## src/rtl/plr_pkg.sv

```systemverilog
`timescale 1ns / 1ps

package plr_pkg;

    localparam int LOG_FRAC = 28;
    localparam int D2_W     = 50;
    localparam int EXP_W    = 6;
    localparam int MANT_W   = 32;
    localparam int LOG_W    = EXP_W + LOG_FRAC;

    localparam logic [30:0] K_Q30   = 31'd1616142483;
    localparam logic [19:0] RES_MAX = 20'hFFFFF;

    typedef struct packed {
        logic signed [23:0] node_x;
        logic signed [23:0] node_y;
    } plr_in_t;

    typedef struct packed {
        logic [19:0] residual;
        logic        distance_zero;
        logic        saturated;
    } plr_out_t;

    typedef struct packed {
        logic valid;
        logic zero;
    } plr_tag_t;

    typedef enum logic [2:0] {
        REG_OBSERVED,
        REG_REFERENCE,
        REG_EXPONENT,
        REG_REF_DIST,
        REG_ANCHOR_X,
        REG_ANCHOR_Y
    } plr_reg_t;

    typedef enum logic [2:0] {
        LD_IDLE,
        LD_SQUARE,
        LD_LEAD,
        LD_NORM,
        LD_ITER
    } plr_ld_state_t;

    // position of the leading one, zero for inputs of zero or one
    function automatic logic [EXP_W-1:0] lead_one(input logic [D2_W-1:0] x);
        logic [EXP_W-1:0] e;
        e = '0;
        for (int i = 1; i < D2_W; i++) begin
            if (x[i]) begin
                e = EXP_W'(i);
            end
        end
        return e;
    endfunction

    // q1.31 mantissa with the leading one at the top
    function automatic logic [MANT_W-1:0] normalize(input logic [D2_W-1:0] x,
                                                    input logic [EXP_W-1:0] e);
        logic [D2_W-1:0] w;
        w = x << (EXP_W'(D2_W - 1) - e);
        return w[D2_W-1 -: MANT_W];
    endfunction

    // one squaring step: {fraction bit, new mantissa}
    function automatic logic [MANT_W:0] sq_step(input logic [MANT_W-1:0] m);
        logic [2*MANT_W-1:0] p;
        p = m * m;
        if (p[2*MANT_W-1]) begin
            return {1'b1, p[2*MANT_W-1 -: MANT_W]};
        end
        return {1'b0, p[2*MANT_W-2 -: MANT_W]};
    endfunction

endpackage

```

## src/rtl/plr_log2_iter.sv

```systemverilog
`timescale 1ns / 1ps

module plr_log2_iter
    import plr_pkg::*;
(
    input  logic             aclk,
    input  logic             aresetn,
    input  logic             start,
    input  logic [23:0]      d0,
    output logic             busy,
    output logic [LOG_W-1:0] log_out
);

    plr_ld_state_t       state_reg, state_next;
    logic [47:0]         x_reg;
    logic [EXP_W-1:0]    e_reg;
    logic [MANT_W-1:0]   m_reg;
    logic [LOG_FRAC-1:0] frac_reg;
    logic [4:0]          cnt_reg;
    logic [LOG_W-1:0]    log_reg;
    logic [23:0]         d0_eff;
    logic [MANT_W:0]     sq;
    logic                last;

    assign d0_eff = (d0 == '0) ? 24'd1 : d0;
    assign sq     = sq_step(m_reg);
    assign last   = (cnt_reg == 5'(LOG_FRAC - 1));

    always_ff @(posedge aclk) begin
        if (!aresetn) begin
            state_reg <= LD_SQUARE;
        end else begin
            state_reg <= state_next;
        end
    end

    always_comb begin
        state_next = state_reg;
        case (state_reg)
            LD_IDLE:   state_next = LD_IDLE;
            LD_SQUARE: state_next = LD_LEAD;
            LD_LEAD:   state_next = LD_NORM;
            LD_NORM:   state_next = LD_ITER;
            LD_ITER:   state_next = last ? LD_IDLE : LD_ITER;
            default:   state_next = LD_IDLE;
        endcase
        if (start) begin
            state_next = LD_SQUARE;
        end
    end

    always_ff @(posedge aclk) begin
        case (state_reg)
            LD_SQUARE: x_reg <= d0_eff * d0_eff;
            LD_LEAD:   e_reg <= lead_one({2'b00, x_reg});
            LD_NORM: begin
                m_reg    <= normalize({2'b00, x_reg}, e_reg);
                frac_reg <= '0;
                cnt_reg  <= '0;
            end
            LD_ITER: begin
                m_reg    <= sq[MANT_W-1:0];
                frac_reg <= {frac_reg[LOG_FRAC-2:0], sq[MANT_W]};
                cnt_reg  <= cnt_reg + 5'd1;
                if (last) begin
                    log_reg <= {e_reg, frac_reg[LOG_FRAC-2:0], sq[MANT_W]};
                end
            end
            default: ;
        endcase
    end

    assign busy    = (state_reg != LD_IDLE);
    assign log_out = log_reg;

endmodule

```

## config.mk

```make
export PLATFORM = sky130hd
export DESIGN_NAME = plr_log2_iter
export DESIGN_NICKNAME = d
export VERILOG_FILES = /design/src/rtl/plr_pkg.sv /design/src/rtl/plr_log2_iter.sv
export SDC_FILE = /design/constraint.sdc
export NUM_CORES = 2
export LEC_CHECK = 0
export ABC_AREA = 1
export BUFFER_PORTS_ARGS = -buffer_cell sky130_fd_sc_hd__buf_4
export CAP_MARGIN = 20
export CORE_ASPECT_RATIO = 1.5
export CORE_UTILIZATION = 65
export CTS_CLUSTER_DIAMETER = 50
export CTS_CLUSTER_SIZE = 8
export DETAILED_ROUTE_END_ITERATION = 7
export GPL_TIMING_DRIVEN = 1
export HOLD_SLACK_MARGIN = 0.03
export PLACE_DENSITY = 0.78
export SLEW_MARGIN = 20
export SYNTH_ARGS = -nofsm -noshare
export SYNTH_HDL_FRONTEND = slang
export SYNTH_SLANG_ARGS = --single-unit
```

## constraint.sdc

```tcl
create_clock -name aclk -period 9.1 [get_ports aclk]
set_clock_uncertainty 0.05 [all_clocks]
set_input_delay 0.455 -clock aclk [delete_from_list [all_inputs] [get_ports aclk]]
set_output_delay 0.455 -clock aclk [all_outputs]
set_load 0.05 [all_outputs]
```

# Word level (Yosys, flattened, before mapping)
# Cells that the tools add are included.
# W data, S select, Z words.
word_totals:
  out_inout_bits: 35
  input_bits: 27
  reg_bits: 155
  word_cells: 86
classes:
  shift: 1
  multipliers: 2
  n_eq_ne: 5
  n_reduce_logical: 9
  addsub: 2
  bitwise_logic: 1
  n_mux: 55
ops:
  columns: ["operator", "count"]
  rows:
  - ["$mux W6", 30]
  - ["$mux W33", 2]
  - ["$mul A32 B32 Y64", 1]
  - ["$pmux W32 S2", 1]
  - ["$pmux W27 S2", 1]
  - ["$shl A48 B6 Y50", 1]
  - ["$mul A24 B24 Y48", 1]
  - ["$mux W4", 8]
  - ["$logic_not A24 Y1", 1]
  - ["$mux W24", 1]
  - ["$reduce_or A16 Y1", 1]
  - ["$mux W3", 5]
  - ["$pmux W3 S4", 1]
  - ["$pmux W5 S2", 1]
  - ["$reduce_or A8 Y1", 1]
  - ["$eq A3 B2 Y1 const B", 2]
  - ["$sub A6 B6 Y6 const A", 1]
  - ["$add A5 B1 Y5 const B", 1]
  - ["$eq A5 B5 Y1 const B", 1]
  - ["$mux W2", 2]
  - ["$reduce_or A2 Y1", 2]
  - ["$reduce_or A4 Y1", 1]
  - ["$eq A3 B1 Y1 const B", 1]
  - ["$eq A3 B3 Y1 const B", 1]
  - ["5 further kinds", 7]

# Depth between registers and ports, before layout
logic_depth:
  depth_word: 46
  mapped_depth: 44

# Worst setup path after synthesis
# OpenSTA, ideal clock, no wires.
synth_path:
  path_type: "register to register"
  start: "register m_reg[22]"
  end: "register m_reg[30], data pin"
  path_stages_with_launch: 34
  path_buffers: 1
  arrival_time_ns: 7.337
  slack_ns: 1.455
  cell_sequence: "edfxtp_1 -> clkbuf_1 -> nand2_1 -> fa_1 -> inv_1 -> fa_1 -> inv_1 -> fa_1 -> inv_1 -> fa_1 -> fa_1 -> inv_1 -> fa_1 -> inv_1 -> fa_1 -> inv_1 -> fa_1 -> inv_1 -> ha_1 -> nand2_1 -> nor2_1 -> inv_1 -> o41ai_1 -> a21oi_1 -> nor3_1 -> o21ai_0 -> a21oi_1 -> a21oi_1 -> o21ai_0 -> nand3_1 -> nand2_1 -> xor2_1 -> o21ai_0 -> nand2_1"
synth_between:
  elab_chain_len: 4
  elab_cells_between_ends: 5
synth_rtl:
  columns: ["item", "line_no", "source"]
  rows:
  - ["start, declared", "plr_log2_iter.sv:17", "logic [MANT_W-1:0] m_reg;"]
  - ["start signal, assigned", "plr_log2_iter.sv:57", "m_reg <= normalize({2'b00, x_reg}, e_reg);"]
  - ["start signal, assigned", "plr_log2_iter.sv:62", "m_reg <= sq[MANT_W-1:0];"]
  - ["$mul A32 B32 Y64 *", "plr_pkg.sv:70", "p = m * m;"]
  - ["$mux W33 / $mux W1 (equally long branches)", "plr_pkg.sv:71", "if (p[2*MANT_W-1]) begin"]
  - ["$mux W33 *", "plr_pkg.sv:74", "return {1'b0, p[2*MANT_W-2 -: MANT_W]};"]
  - ["$pmux W32 S2 *", "plr_log2_iter.sv:53", "case (state_reg)"]
# Every way passes the cells marked *; elsewhere a longest branch is shown, timed or not. The select of a mux whose other input is x is not followed.
# A chain may end at the register's enable or synchronous reset.

# Worst setup path after layout
layout_path:
  start: "register m_reg[21]"
  end: "register m_reg[29], data pin"
# Same word-level chain as after synthesis.

==> flow_summary.rst <==
.. list-table::
   :header-rows: 1

   * - Metric
     - Value
   * - Most numerous cell types in the synthesized netlist
     - sky130_fd_sc_hd__inv_1, sky130_fd_sc_hd__fa_1, sky130_fd_sc_hd__nand2_1, sky130_fd_sc_hd__ha_1, sky130_fd_sc_hd__clkbuf_1
   * - Via count of the first global-routing pass
     - ~45000
   * - Clk sink count
     - 154
   * - Post-layout nets
     - about 8000
   * - Post-DP HPWL
     - 126000 um
   * - Kind of critical path
     - reg -> reg
   * - Slew Viols, Final
     - 0
   * - Total nets after synthesis
     - 8000
   * - Warnings, synthesis
     - 0
   * - Mean routed wirelength per cell
     - between 20 and 25 um
   * - Proportion of register bits with asynchronous set or reset after synthesis
     - 0%
   * - CTS tree
     - yes
   * - Utilization of the core after routing
     - between 60% and 70%
   * - Area enclosed by the die boundary
     - about 84000 sq um
   * - Horiz. Die Dim
     - roughly 240 um
   * - Logic depth of the worst register-to-register path
     - 31
   * - Final weighted congestion in routability-driven placement
     - between 1 and 1.5
   * - Maximum fanout along the worst path
     - 21
   * - TritonRoute pass-1 iters
     - 5
   * - CP most frequent cell
     - sky130_fd_sc_hd__fa_1
   * - Min-delay worst type
     - in -> reg
   * - Average footprint of a synthesized cell
     - around 8.5 sq um
   * - Startpoint of the lowest-slack hold path
     - start
   * - Register-to-register path setup slack
     - 0.40 ns
   * - Initial antenna violation count
     - 0
   * - Final critical-path required period
     - between 8 and 9 ns
   * - Filler instances
     - about 6500
   * - Crit path arrival time
     - between 8 and 9 ns
   * - Pin count of the biggest net entering global routing
     - 85
   * - Total of flip-flops plus latches after synthesis
     - 154
   * - Terminating pin of the worst hold path
     - state_reg[1]
   * - First element of the critical path
     - m_reg[21]
   * - Root Buffer Master
     - sky130_fd_sc_hd__clkbuf_16
   * - Max-capacitance violation count
     - 0
   * - Relative slew slack
     - approximately 35%
   * - Nature of the critical path startpoint
     - register
   * - Tightest Pin Transition
     - 0.978 ns
   * - Layout cell share with drive strength beyond 1
     - approximately 4%
   * - Predominant post-synthesis flop cell
     - sky130_fd_sc_hd__edfxtp_1
   * - Number of levels the H-tree was split into
     - 4
   * - Number of clock buffers inserted by TritonCTS
     - 17
   * - Global-route wire length before repair
     - 234000 um
   * - Via density
     - 5.44
   * - Setup repair after global routing missed its margin
     - false
   * - Result of the run
     - complete, no violations
   * - Aggregate global-route resource usage
     - a little under two fifths
   * - Clock slew at reported path FFs
     - around 0.070 ns
   * - Vias
     - between 30000 and 40000
   * - Die extent in y
     - about 350 um
   * - Placeable Area
     - between 80000 and 90000 sq um
   * - Multi-input gate area in the final layout
     - about 40000 sq um
   * - Remaining number of nets flagged by the antenna check after routing
     - 0
   * - Seq. cell area
     - 4590 sq um
   * - Number of flip-flops in the largest register
     - 47
   * - Most used standard cell by instance count after synthesis
     - sky130_fd_sc_hd__inv_1
   * - Total gr overflow
     - 0
   * - Slowest Stage Delay on Critical Path
     - 0.71 ns
   * - Capture point of the worst reg-to-reg path
     - m_reg[29]
   * - Top cells by area, synth
     - sky130_fd_sc_hd__fa_1, sky130_fd_sc_hd__inv_1, sky130_fd_sc_hd__ha_1, sky130_fd_sc_hd__nand2_1, sky130_fd_sc_hd__edfxtp_1
   * - Count of flip-flops with a built-in enable after synthesis
     - 151
   * - Post-synth design cell area
     - between 50000 and 60000 sq um
   * - Critical Path End Type
     - register
   * - Final Routed Wirelength
     - 149000 um
   * - Count of different cell masters after synthesis
     - 60
   * - Total number of placement rows
     - approximately 130
   * - Clock Latency Late Sink
     - roughly 0.47 ns
   * - Data required time at the worst endpoint
     - around 9.3 ns
   * - Max Buffers Root-to-Sink
     - 2
   * - Initial core utilization
     - 65.8%
   * - Area delta synth->final
     - 4.88%
   * - Quantity of I/O buffers inserted on ports
     - 61
   * - Worst reg2reg startpoint
     - m_reg[21]
   * - Synthesized netlist cell count
     - 6306
   * - Number of antenna diodes
     - 0
   * - I/O pin count
     - 62
   * - Final setup TNS
     - 0 ns
   * - Number of failing hold endpoints at the final stage
     - 0
   * - Post-route DRC violation count
     - 0
   * - Final count of negative-setup-slack endpoints
     - 0
   * - Top cell type's share of synthesized area
     - between 40% and 50%
   * - Sequential area share after synthesis
     - about 8.6%
   * - Number of stages on the worst hold path
     - 3
   * - DRT iter0 DRCs
     - approximately 2000
   * - Slowest cell on crit path
     - sky130_fd_sc_hd__edfxtp_1
   * - Fmax achieved
     - 115 MHz
   * - Synth area leader
     - sky130_fd_sc_hd__fa_1
   * - CTS Hold Bufs
     - 0
   * - Post-route clock period utilization
     - 95.6%
[worst max path at each step]
stage                endpoint  slack [ns]  cells past startpoint
floorplan           m_reg[30]        1.45                     33
global placement    m_reg[30]        0.27                     31
detailed placement  m_reg[30]        0.18                     31
CTS                 m_reg[30]        0.17                     31
global route        m_reg[13]        0.01                     40
finish              m_reg[29]        0.40                     31
[per-layer routing]
| layer | vias up | part of all wire, % | track usage, % | routed length (um) |
|---|---|---|---|---|
| met5 | - | 0 | 0 | 0 |
| met3 | 681 | 4.5 | 4.22 | 6670 |
| li1 | 18000 | - | - | - |
| met2 | 1353 | 55 | 71.1 | 81300 |
| met1 | 19900 | 31 | 35.5 | 45400 |
| met4 | 0 | 10 | 31.3 | 15200 |
[cells in the final DEF, fill, tap and decap left out, types with 3 or more instances in the layout]
| master | instances |
|---|---|
| sky130_fd_sc_hd__o221ai_1 | 9 |
| sky130_fd_sc_hd__a21boi_0 | 3 |
| sky130_fd_sc_hd__a21oi_1 | 156 |
| sky130_fd_sc_hd__buf_12 | 12 |
| sky130_fd_sc_hd__a21oi_2 | 4 |
| sky130_fd_sc_hd__clkinv_8 | 8 |
| sky130_fd_sc_hd__nand4_1 | 10 |
| sky130_fd_sc_hd__inv_2 | 3 |
| sky130_fd_sc_hd__a21o_1 | 10 |
| sky130_fd_sc_hd__nand3b_1 | 9 |
| sky130_fd_sc_hd__ha_1 | 439 |
| sky130_fd_sc_hd__buf_4 | 170 |
| sky130_fd_sc_hd__or2_2 | 8 |
| sky130_fd_sc_hd__xnor2_1 | 38 |
| sky130_fd_sc_hd__xor2_1 | 67 |
| sky130_fd_sc_hd__o21a_1 | 10 |
| sky130_fd_sc_hd__o211ai_1 | 14 |
| sky130_fd_sc_hd__fa_1 | 1228 |
| sky130_fd_sc_hd__inv_12 | 3 |
| sky130_fd_sc_hd__mux2i_1 | 42 |
| sky130_fd_sc_hd__a221oi_1 | 5 |
| sky130_fd_sc_hd__o21ai_0 | 171 |
| sky130_fd_sc_hd__clkbuf_16 | 17 |
| sky130_fd_sc_hd__nand3_1 | 82 |
| sky130_fd_sc_hd__nand2_1 | 1219 |
| sky130_fd_sc_hd__nand2_2 | 7 |
| sky130_fd_sc_hd__edfxtp_1 | 151 |
| sky130_fd_sc_hd__dfxtp_1 | 3 |
| sky130_fd_sc_hd__nor3_1 | 13 |
| sky130_fd_sc_hd__nor2_1 | 184 |
| sky130_fd_sc_hd__nand2_4 | 3 |
| sky130_fd_sc_hd__o21ai_2 | 5 |
| sky130_fd_sc_hd__a31oi_1 | 20 |
| sky130_fd_sc_hd__a211oi_1 | 5 |
| sky130_fd_sc_hd__inv_1 | 2104 |
| sky130_fd_sc_hd__nor4_1 | 11 |
| sky130_fd_sc_hd__o21bai_1 | 7 |
[final cells by class]
| type | instances | area share [%] |
|---|---|---|
| multi-input cells | 3814 | 71.6 |
| inverters | 2108 | 14.1 |
| flip-flops and latches | 154 | 8.18 |
| repair buffers | 182 | 2.70 |
| well taps | 1040 | 2.32 |
| clock buffers | 17 | 0.758 |
| clock inverters | 15 | 0.386 |
[logic make-up after synthesis]
family	Yosys count	synth area share [%]
AO/OA/AOI/OAI	440	4.69
XOR/XNOR	107	1.75
adder cells (fa/ha/maj)	1667	56.2
buffers and inverters	2338	16.5
flip-flops	154	8.58
multiplexers	42	0.786
AND/OR/NAND/NOR	1558	11.5
[per-stage QoR]
step | cells | area [sq um] | setup slack, ns | hold WS (ns)
floorplan | 6306 | 53500 | 1.45 | 0.350
global placement | 7290 | 55400 | 0.274 | 0.358
detailed placement | 7290 | 55400 | 0.184 | 0.379
CTS | 7322 | 56000 | 0.174 | 0.185
global route | 7330 | 56100 | 0.0107 | 0.222
finish | 7330 | 56100 | 0.399 | 0.208
[worst max-delay path: cells and delay by family (launching register included)]
family / cells / cell delay, ns
fa+ha+maj: 9 / 4.33
compound gates: 8 / 1.99
xor+xnor: 1 / 0.26
buf+inv: 8 / 0.70
flops: 1 / 0.71
simple gates: 5 / 0.39
[repair_timing]
item,in CTS,in global routing
endpoints found under the hold margin,0,0
resized for setup,0,2
buffers inserted,0,8
endpoints found under the setup margin,0,32
Power is not shown: default switching activity piles up to over one toggle a cycle in this logic, so the estimate is an artifact.
